File: src/sv/assert_macros.svh
// ----------------------------------------------------------------------------
// assert_macros.svh
// shared concurrent assertion macros for the list block
// ----------------------------------------------------------------------------
`ifndef ASSERT_MACROS_SVH
`define ASSERT_MACROS_SVH

// property checked at every rising edge outside reset
`define ASSERT_CLK(label, clk, rst, prop, msg) \
  label: assert property (@(posedge clk) disable iff (rst) prop) else $error(msg);

// condition that must never be seen outside reset
`define ASSERT_NEVER(label, clk, rst, expr, msg) \
  label: assert property (@(posedge clk) disable iff (rst) !(expr)) else $error(msg);

`endif

File: src/sv/bdll_pkg.sv
// ----------------------------------------------------------------------------
// bdll_pkg
// types and codes shared by the bounded doubly linked list modules
// ----------------------------------------------------------------------------
package bdll_pkg;

  // operation codes
  localparam logic [2:0] MODE_PUSH_FRONT = 3'd0;
  localparam logic [2:0] MODE_PUSH_BACK  = 3'd1;
  localparam logic [2:0] MODE_INSERT     = 3'd2;
  localparam logic [2:0] MODE_POP_FRONT  = 3'd3;
  localparam logic [2:0] MODE_POP_BACK   = 3'd4;

  // status codes
  localparam logic [1:0] ST_DONE  = 2'd0;
  localparam logic [1:0] ST_FULL  = 2'd1;
  localparam logic [1:0] ST_EMPTY = 2'd2;
  localparam logic [1:0] ST_RANGE = 2'd3;

  typedef struct packed {
    logic [2:0]  mode;
    logic [31:0] value;
    logic [6:0]  position;
  } req_word_t;

  typedef struct packed {
    logic [1:0]  status;
    logic [6:0]  item_count;
    logic [31:0] front_value;
    logic [31:0] back_value;
  } rsp_word_t;

  typedef enum logic [3:0] {
    S_IDLE,
    S_SLOT,
    S_WALK,
    S_W_NEW,
    S_W_PREV,
    S_W_NEXT,
    S_POP_LINK,
    S_POP_DATA,
    S_POP_FREE,
    S_RESP
  } state_t;

  typedef enum logic [1:0] {
    ADD_FRONT,
    ADD_BACK,
    ADD_INSIDE
  } add_kind_t;

  // per-field write enables of a node entry
  typedef struct packed {
    logic data;
    logic next;
    logic prev;
  } node_wen_t;

  typedef struct packed {
    logic take;
    logic give;
  } stack_cmd_t;

endpackage

File: src/sv/bdll_node_mem.sv
// ----------------------------------------------------------------------------
// bdll_node_mem
// node store: data word plus next and prev links, per-field write enables
// ----------------------------------------------------------------------------
module bdll_node_mem #(
  parameter int DEPTH = 64,
  parameter int AW    = 6,
  parameter int DW    = 32
) (
  input  logic                  clk,
  input  logic [AW-1:0]         raddr,
  output logic [DW-1:0]         rd_data,
  output logic [AW-1:0]         rd_next,
  output logic [AW-1:0]         rd_prev,
  input  logic [AW-1:0]         waddr,
  input  bdll_pkg::node_wen_t   wen,
  input  logic [DW-1:0]         wd_data,
  input  logic [AW-1:0]         wd_next,
  input  logic [AW-1:0]         wd_prev
);

  typedef struct packed {
    logic [DW-1:0] data;
    logic [AW-1:0] next;
    logic [AW-1:0] prev;
  } node_t;

  node_t mem [DEPTH];
  node_t rd_node;

  always_ff @(posedge clk) begin
    if (wen.data) begin
      mem[waddr].data <= wd_data;
    end
    if (wen.next) begin
      mem[waddr].next <= wd_next;
    end
    if (wen.prev) begin
      mem[waddr].prev <= wd_prev;
    end
  end

  always_ff @(posedge clk) begin
    rd_node <= mem[raddr];
  end

  assign rd_data = rd_node.data;
  assign rd_next = rd_node.next;
  assign rd_prev = rd_node.prev;

endmodule

File: src/sv/bdll_free_stack.sv
// ----------------------------------------------------------------------------
// bdll_free_stack
// stack of free slot numbers; entries below the low-water mark were never
// written and read as their own index
// ----------------------------------------------------------------------------
module bdll_free_stack #(
  parameter int DEPTH = 64,
  parameter int AW    = 6,
  parameter int CW    = 7
) (
  input  logic                 clk,
  input  logic                 rst,
  input  bdll_pkg::stack_cmd_t cmd,
  input  logic [AW-1:0]        give_slot,
  output logic [AW-1:0]        take_slot
);

  logic [AW-1:0] mem [DEPTH];
  logic [CW-1:0] top;
  logic [CW-1:0] lowmark;
  logic [CW-1:0] top_m1;
  logic [AW-1:0] rd_idx;
  logic [AW-1:0] rd_word;

  assign top_m1 = top - CW'(1);
  assign rd_idx = top_m1[AW-1:0];

  // read data comes from the previous cycle's top, which a take or a give changes
  assign take_slot = (top_m1 < lowmark) ? rd_idx : rd_word;

  always_ff @(posedge clk) begin
    rd_word <= mem[rd_idx];
    if (cmd.give) begin
      mem[top[AW-1:0]] <= give_slot;
    end
  end

  always_ff @(posedge clk) begin
    if (rst) begin
      top     <= CW'(DEPTH);
      lowmark <= CW'(DEPTH);
    end else if (cmd.take) begin
      top <= top_m1;
      if (top_m1 < lowmark) begin
        lowmark <= top_m1;
      end
    end else if (cmd.give) begin
      top <= top + CW'(1);
    end
  end

endmodule

File: src/sv/bounded_doubly_linked_list.sv
// ----------------------------------------------------------------------------
// bounded_doubly_linked_list
// ordered list of up to CAPACITY words in linked slots with a free-slot stack
// ----------------------------------------------------------------------------
//  channel  dir  handshake            word
//  req      in   req_valid/req_ready  mode, value, position
//  rsp      out  rsp_valid/rsp_ready  status, item_count, front_value, back_value
//
//  a push or an end insert takes a free slot, then writes the node and the
//  links of its neighbours; an inside insert first walks k links, at most
//  CAPACITY/2 - 1, one per cycle through the single read port of the node
//  memory; a pop relinks the new end unless one element is left; error and
//  unknown-mode words go straight to rsp. one word at a time, back in idle
//  before the next accept; a done word waits in its last state while rsp
//  holds an untaken result. reset clears control; node memory is not cleared.
// ----------------------------------------------------------------------------
`include "assert_macros.svh"

module bounded_doubly_linked_list #(
  parameter int CAPACITY   = 64,
  parameter int DATA_WIDTH = 32
) (
  input  logic                clk,
  input  logic                rst,
  input  logic                req_valid,
  output logic                req_ready,
  input  bdll_pkg::req_word_t req,
  output logic                rsp_valid,
  input  logic                rsp_ready,
  output bdll_pkg::rsp_word_t rsp
);

  localparam int AW = $clog2(CAPACITY);
  localparam int CW = $clog2(CAPACITY + 1);
  localparam int PW = (CW > 7) ? CW : 7;
  localparam int DW = DATA_WIDTH;

  bdll_pkg::state_t     state, state_next;
  bdll_pkg::add_kind_t  dec_add;
  bdll_pkg::state_t     dec_state;
  logic [1:0]           dec_status;

  logic [CW-1:0] length;
  logic [AW-1:0] head;
  logic [AW-1:0] tail;
  logic [DW-1:0] front_data;
  logic [DW-1:0] back_data;
  logic [1:0]    status;
  logic [DW-1:0] item_value;
  logic          pop_head;
  logic [AW-1:0] slot;
  logic [AW-1:0] cur;
  logic          walk_fwd;
  logic [CW-1:0] steps;
  logic [AW-1:0] link_prev;
  logic [AW-1:0] link_next;
  logic          has_prev;
  logic          has_next;

  logic [PW-1:0] pos_ext;
  logic [PW-1:0] len_ext;
  logic          full;
  logic          from_head;
  logic [CW-1:0] walk_steps;

  logic [AW-1:0]        node_raddr;
  logic [DW-1:0]        rd_data;
  logic [AW-1:0]        rd_next;
  logic [AW-1:0]        rd_prev;
  logic [AW-1:0]        node_waddr;
  bdll_pkg::node_wen_t  node_wen;
  logic [DW-1:0]        node_wd_data;
  logic [AW-1:0]        node_wd_next;
  logic [AW-1:0]        node_wd_prev;
  bdll_pkg::stack_cmd_t stack_cmd;
  logic [AW-1:0]        take_slot;
  logic [AW-1:0]        walk_next;
  logic [AW-1:0]        pop_end;
  logic                 rsp_load;

  logic                 is_pop;
  logic                 pop_empty_req;
  logic                 empty_flagged;
  logic                 in_walk;
  logic                 in_add_end;

  bdll_node_mem #(
    .DEPTH (CAPACITY),
    .AW    (AW),
    .DW    (DW)
  ) u_node_mem (
    .clk     (clk),
    .raddr   (node_raddr),
    .rd_data (rd_data),
    .rd_next (rd_next),
    .rd_prev (rd_prev),
    .waddr   (node_waddr),
    .wen     (node_wen),
    .wd_data (node_wd_data),
    .wd_next (node_wd_next),
    .wd_prev (node_wd_prev)
  );

  bdll_free_stack #(
    .DEPTH (CAPACITY),
    .AW    (AW),
    .CW    (CW)
  ) u_free_stack (
    .clk       (clk),
    .rst       (rst),
    .cmd       (stack_cmd),
    .give_slot (slot),
    .take_slot (take_slot)
  );

  assign pos_ext    = PW'(req.position);
  assign len_ext    = PW'(length);
  assign full       = (length == CW'(CAPACITY));
  assign from_head  = (pos_ext < (len_ext >> 1));
  assign walk_steps = from_head ? CW'(pos_ext) : CW'(len_ext - pos_ext - PW'(1));
  assign walk_next  = walk_fwd ? rd_next : rd_prev;
  assign pop_end    = pop_head ? rd_next : rd_prev;

  // request decode
  always_comb begin
    dec_status = bdll_pkg::ST_DONE;
    dec_state  = bdll_pkg::S_RESP;
    dec_add    = bdll_pkg::ADD_FRONT;
    case (req.mode)
      bdll_pkg::MODE_PUSH_FRONT, bdll_pkg::MODE_PUSH_BACK: begin
        dec_add = (req.mode == bdll_pkg::MODE_PUSH_FRONT) ? bdll_pkg::ADD_FRONT
                                                           : bdll_pkg::ADD_BACK;
        if (full) begin
          dec_status = bdll_pkg::ST_FULL;
        end else begin
          dec_state = bdll_pkg::S_SLOT;
        end
      end
      bdll_pkg::MODE_INSERT: begin
        if (pos_ext > len_ext) begin
          dec_status = bdll_pkg::ST_RANGE;
        end else if (full) begin
          dec_status = bdll_pkg::ST_FULL;
        end else begin
          dec_state = bdll_pkg::S_SLOT;
          if (pos_ext == '0) begin
            dec_add = bdll_pkg::ADD_FRONT;
          end else if (pos_ext == len_ext) begin
            dec_add = bdll_pkg::ADD_BACK;
          end else begin
            dec_add = bdll_pkg::ADD_INSIDE;
          end
        end
      end
      bdll_pkg::MODE_POP_FRONT, bdll_pkg::MODE_POP_BACK: begin
        if (length == '0) begin
          dec_status = bdll_pkg::ST_EMPTY;
        end else if (length == CW'(1)) begin
          dec_state = bdll_pkg::S_POP_FREE;
        end else begin
          dec_state = bdll_pkg::S_POP_LINK;
        end
      end
      default: begin
        dec_state = bdll_pkg::S_RESP;
      end
    endcase
  end

  always_ff @(posedge clk) begin
    if (rst) begin
      state <= bdll_pkg::S_IDLE;
    end else begin
      state <= state_next;
    end
  end

  always_comb begin
    state_next   = state;
    req_ready    = 1'b0;
    node_raddr   = cur;
    node_waddr   = slot;
    node_wen     = '0;
    node_wd_data = item_value;
    node_wd_next = link_next;
    node_wd_prev = link_prev;
    stack_cmd    = '0;
    rsp_load     = 1'b0;
    case (state)
      bdll_pkg::S_IDLE: begin
        req_ready = !rst;
        if (req.mode == bdll_pkg::MODE_POP_FRONT) begin
          node_raddr = head;
        end else if (req.mode == bdll_pkg::MODE_POP_BACK) begin
          node_raddr = tail;
        end else begin
          node_raddr = from_head ? head : tail;
        end
        if (req_valid) begin
          state_next = dec_state;
        end
      end
      bdll_pkg::S_SLOT: begin
        stack_cmd.take = 1'b1;
        state_next = (has_prev && has_next) ? bdll_pkg::S_WALK : bdll_pkg::S_W_NEW;
      end
      bdll_pkg::S_WALK: begin
        // one link per cycle, next address straight from the read data
        if (steps == '0) begin
          state_next = bdll_pkg::S_W_NEW;
        end else begin
          node_raddr = walk_next;
        end
      end
      bdll_pkg::S_W_NEW: begin
        node_wen   = '{data: 1'b1, next: 1'b1, prev: 1'b1};
        state_next = bdll_pkg::S_W_PREV;
      end
      bdll_pkg::S_W_PREV: begin
        node_waddr    = link_prev;
        node_wen.next = has_prev;
        node_wd_next  = slot;
        state_next    = bdll_pkg::S_W_NEXT;
      end
      bdll_pkg::S_W_NEXT: begin
        node_waddr    = link_next;
        node_wen.prev = has_next;
        node_wd_prev  = slot;
        state_next    = bdll_pkg::S_RESP;
      end
      bdll_pkg::S_POP_LINK: begin
        node_raddr = pop_end;
        state_next = bdll_pkg::S_POP_DATA;
      end
      bdll_pkg::S_POP_DATA: begin
        state_next = bdll_pkg::S_POP_FREE;
      end
      bdll_pkg::S_POP_FREE: begin
        stack_cmd.give = 1'b1;
        state_next = bdll_pkg::S_RESP;
      end
      bdll_pkg::S_RESP: begin
        if (!rsp_valid || rsp_ready) begin
          rsp_load   = 1'b1;
          state_next = bdll_pkg::S_IDLE;
        end
      end
      default: begin
        state_next = bdll_pkg::S_IDLE;
      end
    endcase
  end

  // list registers and per-word working registers
  always_ff @(posedge clk) begin
    if (rst) begin
      length <= '0;
      head   <= '0;
      tail   <= '0;
    end else begin
      case (state)
        bdll_pkg::S_IDLE: begin
          if (req_valid) begin
            status     <= dec_status;
            item_value <= DW'(req.value);
            pop_head   <= (req.mode == bdll_pkg::MODE_POP_FRONT);
            slot       <= node_raddr;
            cur        <= node_raddr;
            walk_fwd   <= from_head;
            steps      <= walk_steps;
            case (dec_add)
              bdll_pkg::ADD_FRONT: begin
                has_prev  <= 1'b0;
                has_next  <= (length != '0);
                link_next <= head;
              end
              bdll_pkg::ADD_BACK: begin
                has_prev  <= (length != '0);
                has_next  <= 1'b0;
                link_prev <= tail;
              end
              default: begin
                has_prev <= 1'b1;
                has_next <= 1'b1;
              end
            endcase
          end
        end
        bdll_pkg::S_SLOT: begin
          slot <= take_slot;
        end
        bdll_pkg::S_WALK: begin
          if (steps == '0) begin
            link_next <= cur;
            link_prev <= rd_prev;
          end else begin
            cur   <= walk_next;
            steps <= steps - CW'(1);
          end
        end
        bdll_pkg::S_W_NEXT: begin
          if (!has_prev) begin
            head       <= slot;
            front_data <= item_value;
          end
          if (!has_next) begin
            tail      <= slot;
            back_data <= item_value;
          end
          length <= length + CW'(1);
        end
        bdll_pkg::S_POP_LINK: begin
          if (pop_head) begin
            head <= pop_end;
          end else begin
            tail <= pop_end;
          end
        end
        bdll_pkg::S_POP_DATA: begin
          if (pop_head) begin
            front_data <= rd_data;
          end else begin
            back_data <= rd_data;
          end
        end
        bdll_pkg::S_POP_FREE: begin
          length <= length - CW'(1);
        end
        default: begin
        end
      endcase
    end
  end

  // result register
  always_ff @(posedge clk) begin
    if (rst) begin
      rsp_valid <= 1'b0;
    end else if (rsp_load) begin
      rsp_valid <= 1'b1;
    end else if (rsp_ready) begin
      rsp_valid <= 1'b0;
    end
  end

  always_ff @(posedge clk) begin
    if (rsp_load) begin
      rsp.status      <= status;
      rsp.item_count  <= 7'(length);
      rsp.front_value <= (length != '0) ? 32'(front_data) : '0;
      rsp.back_value  <= (length != '0) ? 32'(back_data) : '0;
    end
  end

  assign is_pop        = (req.mode == bdll_pkg::MODE_POP_FRONT) ||
                         (req.mode == bdll_pkg::MODE_POP_BACK);
  assign pop_empty_req = req_valid && req_ready && (length == '0) && is_pop;
  assign empty_flagged = (state == bdll_pkg::S_RESP) && (status == bdll_pkg::ST_EMPTY);
  assign in_walk       = (state == bdll_pkg::S_WALK);
  assign in_add_end    = (state == bdll_pkg::S_W_NEXT);

  `ASSERT_CLK(a_len_bound, clk, rst, length <= CW'(CAPACITY), "length above capacity")
  `ASSERT_CLK(a_walk_bound, clk, rst, in_walk |-> (steps <= (length >> 1)), "walk too long")
  `ASSERT_CLK(a_pop_empty, clk, rst, pop_empty_req |=> empty_flagged, "empty pop not flagged")
  `ASSERT_CLK(a_add_count, clk, rst, in_add_end |=> (length == $past(length) + CW'(1)), "no count bump")

endmodule
File: config.mk
export PLATFORM = sky130hd
export DESIGN_NAME = bounded_doubly_linked_list
export DESIGN_NICKNAME = d
export VERILOG_FILES = /design/src/sv/bdll_pkg.sv /design/src/sv/bdll_node_mem.sv /design/src/sv/bdll_free_stack.sv /design/src/sv/bounded_doubly_linked_list.sv
export VERILOG_INCLUDE_DIRS = /design/src /design/src/sv
export SDC_FILE = /design/constraint.sdc
export NUM_CORES = 2
export LEC_CHECK = 0
export BUFFER_PORTS_ARGS = -buffer_cell sky130_fd_sc_hd__buf_2
export CORE_ASPECT_RATIO = 1.75
export CORE_MARGIN = 1
export CORE_UTILIZATION = 42
export CTS_BUF_LIST = sky130_fd_sc_hd__clkbuf_4 sky130_fd_sc_hd__clkbuf_8
export CTS_CLUSTER_DIAMETER = 150
export CTS_CLUSTER_SIZE = 24
export DETAILED_ROUTE_END_ITERATION = 10
export MAX_ROUTING_LAYER = met4
export SLEW_MARGIN = 20
export SYNTH_ARGS = -nofsm -noshare
export SYNTH_HDL_FRONTEND = slang
export SYNTH_HIERARCHICAL = 1
export SYNTH_SLANG_ARGS = --single-unit
File: constraint.sdc
create_clock -name clk -period 6.15 [get_ports clk]
set_input_delay 0.615 -clock clk [delete_from_list [all_inputs] [get_ports clk]]
set_output_delay 0.615 -clock clk [all_outputs]
set_load 0.01 [all_outputs]
-- Word level (Yosys, flattened, before mapping)
Memory sizes are Yosys's and may differ from the RTL's. A register that Yosys moved wholly into a read port is not among the register bits.
Cells that the tools add are included.
- add/subtract/negate cells: 7
- magnitude comparators: 3
- eq/ne operators: 29
- multiplexer cells: 81
- bitwise operators: 1
- reductions and logical operators: 33
- operators with widths (kind ; number):
    $mux W32 ; 4
    $pmux W32 S2 ; 2
    $mux W6 ; 20
    $pmux W6 S2 ; 7
    $pmux W4 S9 ; 1
    $mux W7 ; 5
    $mux W4 ; 7
    $pmux W7 S2 ; 2
    $sub A7 B1 Y7 const B ; 4
    $ne A2 B2 Y1 const B ; 11
    $logic_not A7 Y1 ; 3
    $mux W1 ; 19
    $pmux W6 S3 ; 1
    $reduce_and A3 Y1 ; 6
    $eq A4 B3 Y1 const B ; 4
    $add A7 B1 Y7 const B ; 2
    $reduce_bool A2 Y1 ; 7
    $mux W2 ; 6
    $pmux W4 S3 ; 1
    $reduce_and A4 Y1 ; 3
    $reduce_and A5 Y1 ; 2
    $eq A4 B2 Y1 const B ; 2
    $eq A4 B4 Y1 const B ; 2
    $pmux W1 S2 ; 4
    25 further kinds ; 29
- flip-flop bits (word level): 244
- RAM bits: 3200
- bits of input ports: 46
- output and inout bits: 75
- logic and storage cells: 180
- memories: 2
- memories (memory ; depth ; width ; read ports ; clocked after Yosys merged registers in ; write ports ; RTL line ; RTL):
    u_node_mem.mem ; 64 ; 44 ; 1 ; 1 ; 1 ; bdll_node_mem.sv:28 ; node_t mem [DEPTH];
    u_free_stack.mem ; 64 ; 6 ; 1 ; 1 ; 1 ; bdll_free_stack.sv:18 ; logic [AW-1:0] mem [DEPTH];

-- Depth between registers and ports, before layout
- depth in word-level cells: 10
- mapped depth: 19
- depth with buffers taken out: 13

-- Cells and area by module
The synthesis kept the hierarchy.
- modules (own cells, without submodules) (module ; times used ; cells an instance ; area an instance (µm²) ; seq. area each (µm²)):
    bdll_node_mem ; 1 ; 4775 ; 108386.5 ; 85441.9
    bdll_free_stack ; 1 ; 882 ; 16543.4 ; 11931.4
    bounded_doubly_linked_list ; 1 ; 801 ; 10478.8 ; 6666.4

-- Worst setup path before layout
No wires, ideal clock.
- path type: register to register
- start: register state[2]
- end: register back_data[0], enable pin
- arrival: 6.002 ns
- path slack: -0.447 ns
- cell stages (with the launch flop): 6
- buffers on the path: 2
- path through: dfxtp_1 buf_2 buf_2 and2b_1 nand2_1 a2111oi_0
- longest elaborated chain between the ends: 3
- ends and longest elaborated chain (what ; RTL line ; RTL):
    start: declaration ; bounded_doubly_linked_list.sv:38 ; bdll_pkg::state_t state, state_next;
    start signal: assignment ; bounded_doubly_linked_list.sv:172 ; state <= bdll_pkg::S_IDLE;
    start signal: assignment ; bounded_doubly_linked_list.sv:174 ; state <= state_next;
    $eq A4 B3 Y1 ; bounded_doubly_linked_list.sv:261 ; case (state)
    $ne A2 B2 Y1 (no source line) or $reduce_bool A2 Y1 (tied branches) ; -- ;
    $reduce_and A4 Y1 (no source line) (*) ; -- ;
    end signal: assignment ; bounded_doubly_linked_list.sv:308 ; back_data <= item_value;
    end signal: assignment ; bounded_doubly_linked_list.sv:323 ; back_data <= rd_data;
    end: declaration ; bounded_doubly_linked_list.sv:47 ; logic [DW-1:0] back_data;
Every way passes the cells marked *; elsewhere a longest branch is shown, timed or not.
A chain may end at the register's enable or synchronous reset.

-- Worst setup path in the final report
- start: register length[3], in the netlist len_ext[3]
- end: register, netlist name u_node_mem/rd_data[22]
- longest elaborated chain between the ends: 5
- ends and longest elaborated chain (what ; RTL line ; RTL):
    start: declaration ; bounded_doubly_linked_list.sv:43 ; logic [CW-1:0] length;
    start signal: assignment ; bounded_doubly_linked_list.sv:310 ; length <= length + CW'(1);
    start signal: assignment ; bounded_doubly_linked_list.sv:327 ; length <= length - CW'(1);
    $lt A7 B6 Y1 ; bounded_doubly_linked_list.sv:119 ; assign from_head = (pos_ext < (len_ext >> 1));
    $mux W6 ; bounded_doubly_linked_list.sv:197 ; node_raddr = from_head ? head : tail;
    $mux W6 ; bounded_doubly_linked_list.sv:194 ; end else if (req.mode == bdll_pkg::MODE_POP_BACK) begin
    $mux W6 ; bounded_doubly_linked_list.sv:192 ; if (req.mode == bdll_pkg::MODE_POP_FRONT) begin
    $pmux W6 S3 ; bounded_doubly_linked_list.sv:189 ; case (state)
    named net node_raddr[0] ; bounded_doubly_linked_list.sv:66 ; logic [AW-1:0] node_raddr;
The timed path passes the listed nets, and every way through them passes these cells.

==> run_results.csv <==
group,metric,value,unit
run_status,status,"completed",
timing,finalCritPeriodShare,0.8981,
route,first_pass_iters,9,
pwr,clock_power_share,0.147,
logic_synthesis,syn_nets,6535,
route,ant_nets,0,
timing,finalSetupTns,0,ps
clock_tree,tritoncts,"done",
global_routing,grt_antenna_before_repair,14,
pwr,p_sw_frac,0.3829,
final_layout,nets,6802,
critical_path,start_kind,"flop",
timing,rsz0062_at_grt,"no",
pwr,ir_drop,505.6,µV
timing,setup_viol,0,
critical_path,crit_arrival,6350,ps
logic_synthesis,syn_inst,6458,
clock_tree,htree_levels,4,
logic_synthesis,yosysSeqAreaShare,0.7683,
pwr,p_int,42.89,mW
placed_design,io_buffers,120,
pwr,p_switching,26.61,mW
critical_path,path_cells,"inv_1 > ha_1 > a21oi_1 > o21ai_0 > a211oi_1 > buf_4 > nand3_1 > a21oi_4 > buf_12 > buf_4 > buf_12 > mux4_2 > a221oi_1 > o21ai_0 > nand2_1 > nor2_1",
placed_design,hpwl,232500,µm
logic_synthesis,syn_area,135400,µm²
pwr,p_leak,44.19,nW
global_routing,grt_pass1_wl,514600,µm
clock_tree,cts_resized,0,
global_routing,grt_max_degree,101,
critical_path,slowest_stage,"mux4_2",
timing,worstMarginPinSlew,1109,ps
final_layout,fill_cells,26950,
pwr,comb_power_share,0.446,
clock_tree,clk_latency,1070,ps
timing,relSlewSlack,0.2609,
route,route.detailed.drc,0,
clock_tree,clock_path_buffers,4,
final_layout,drive_gt1_frac,0.2524,
clock_tree,clkTransAtPathRegs,150,ps
final_layout,syn_to_final_growth,8.201,%
timing,fin_crit,5524,ps
die,num_rows,275,
route,routedWlPerCell,33.00,µm
critical_path,crit_path_end_kind,"flop",
logic_synthesis,ys_ff_latch,3494,
clock_tree,cts_buffers,172,
die,coreArea,320700,µm²
logic_synthesis,ys_types,95,
critical_path,required,6980,ps
timing,drv_slew,0,
logic_synthesis,synth_ff_type,"edfxtp_1",
clock_tree,clockRootBuffer,"clkbuf_8",
critical_path,slowest_delay,580,ps
die,dieArea,324800,µm²
placed_design,gp_congestion,0.8841,
route,drtIter0Drc,7262,
timing,fin_skew,125.9,ps
timing,max_freq,181.0,MHz
clock_tree,cts.sinks,3494,
logic_synthesis,synth_edf_count,3406,
die,pin_count,121,
global_routing,grt_pass1_vias,67398,
critical_path,crit_type,"reg2reg",
placed_design,placedCellCount,10808,
route,num_vias,65854,
min_path,holdCritPathClass,"in2reg",
critical_path,path_max_fanout,73,
global_routing,track_usage,0.2310,
pwr,seq_power_share,0.406,
die,fp.dieW,431.2,µm
route,drt-total-wl,367700,µm
timing,hold_viol,0,
die,die_h,753.1,µm
pwr,power.density,474.4,nW/µm²
final_layout,fin_cells,11143,
logic_synthesis,avgSynthCellArea,20.97,µm²
die,initial_core_util,0.4223,
global_routing,grt_overflow,0,
route,via_per_inst,5.910,
logic_synthesis,yosys_warnings,6,
logic_synthesis,async_flop_share,0,
job,maxCapViolCount,0,
==> worst paths after layout <==
kind / startpoint / endpoint / slack [ps] / cells past startpoint
hold reg to reg: status[0] / rsp[71] / 460 / 0
setup reg to reg: len_ext[3] / u_node_mem/rd_data[22] / 630 / 16
setup / recovery: len_ext[3] / u_node_mem/rd_data[22] / 630 / 16
hold / removal: req[0] / steps[0] / 120 / 3
==> logic make-up (layout without fill, tap and decap cells) <==
family	after synthesis	in the layout	synth area share
multiplexers	1051	1051	0.1538
XOR/XNOR	23	23	0.001793
AND/OR/NAND/NOR	905	905	0.03069
adder cells (fa/ha/maj)	31	31	0.002920
buffers and inverters	401	770	0.01502
other	0	23	0
AO/OA/AOI/OAI	553	553	0.02741
flip-flops	3494	3494	0.7683
==> cell type report <==
type                            count  area (µm²)  share of cell area
Clock inverter                      6       78.83           0.0005380
Multi-Input combinational cell   2563       30010              0.2048
Timing Repair Buffer              453        3670             0.02505
Antenna cell                       23       57.56           0.0003928
Sequential cell                  3494      104000              0.7101
Tap cell                         4293        5371             0.03666
Clock buffer                      270        3122             0.02131
Inverter                           41       158.9            0.001085
==> cells in the final DEF, fill, tap and decap left out, drive strengths merged, types with 10 or more instances in the layout <==
cell / instances
clkbuf: 270
ha: 30
nand4: 14
diode: 23
a21o: 15
nand3: 42
mux2: 58
mux4: 817
nand3b: 11
xnor2: 11
nand2: 211
dfxtp: 88
buf: 417
inv: 45
nor3: 24
edfxtp: 3406
xor2: 12
o221ai: 38
or2: 10
nor2b: 11
mux2i: 176
and3: 10
dlygate4sd3: 36
nand2b: 15
nor2: 444
a21oi: 151
o311ai: 12
or3: 10
o22ai: 99
a221oi: 79
o21ai: 96
and2: 72
==> repair_timing <==
| action | CTS | global route |
|---|---|---|
| hold buffers | 36 | 0 |
| buffers inserted | 0 | 0 |
| endpoints found under the hold margin | 39 | 0 |
==> cells in the mapped netlist (17+ instances only) <==
library cell	n	area share
a21oi_1	150	0.0055
a221oi_1	78	0.0050
and2_1	72	0.0033
buf_1	18	0.00050
buf_2	147	0.0054
buf_4	39	0.0022
buf_6	17	0.0014
clkbuf_1	133	0.0037
dfxtp_1	88	0.013
edfxtp_1	3406	0.76
ha_1	30	0.0028
inv_1	37	0.0010
mux2_2	53	0.0044
mux2i_1	176	0.013
mux4_2	813	0.14
nand2_1	211	0.0058
nand3_1	36	0.0013
nor2_1	443	0.012
nor3_1	20	0.00074
o21ai_0	95	0.0035
o221ai_1	38	0.0025
o22ai_1	98	0.0045
==> metrics by stage <==
step	setup WS (ps)	util	hold slack, ps	area [µm²]	power, mW
2_1_floorplan	1127	-	400.3	135400	47.65
3_3_place_gp	51.49	0.4455	403.3	142800	59.80
3_5_place_dp	499.8	0.4456	406.1	142900	59.99
4_1_cts	616.6	0.4567	8.243	146400	70.03
5_1_grt	383.9	0.4568	59.92	146500	71.68
6_report	626.4	0.4569	116.3	146500	69.50
==> metal layers <==
layer	vias to the layer above	wire (µm)	track usage
li1	27019	-	-
met1	35853	126200	0.2521
met2	2350	200900	0.4170
met3	632	17310	0.02030
met4	0	23300	0.1194
met5	-	0	-
==> state kept, by name, summed over array words and instances, names as in the netlist, 7 cells and up <==
register and cells:
u_free_stack/lowmark 7, u_free_stack/mem 384, u_node_mem/rd_data 32, steps 7
u_node_mem/mem 2816, len_ext 7, u_free_stack/top 7, back_data 32
rsp 73, item_value 32, front_data 32
==> power groups by stage <==
stage | clock network (mW) | logic, mW | registers [mW]
4_1_cts | 10.5 | 31.3 | 28.3
6_report | 10.2 | 31.0 | 28.3
5_1_grt | 11.1 | 32.3 | 28.3
3_3_place_gp | 0 | 31.0 | 28.8
3_5_place_dp | 0 | 31.2 | 28.8
2_1_floorplan | 0 | 18.8 | 28.9
==> critical path, delay by kind of cell, from the launching register on <==
family / cells / cell delay (ps)
buf+inv: 5 / 1320
mux: 1 / 580
simple gates: 3 / 850
flops: 1 / 490
compound gates: 6 / 1620
fa+ha+maj: 1 / 310
Power figures use the tool's default switching activity.
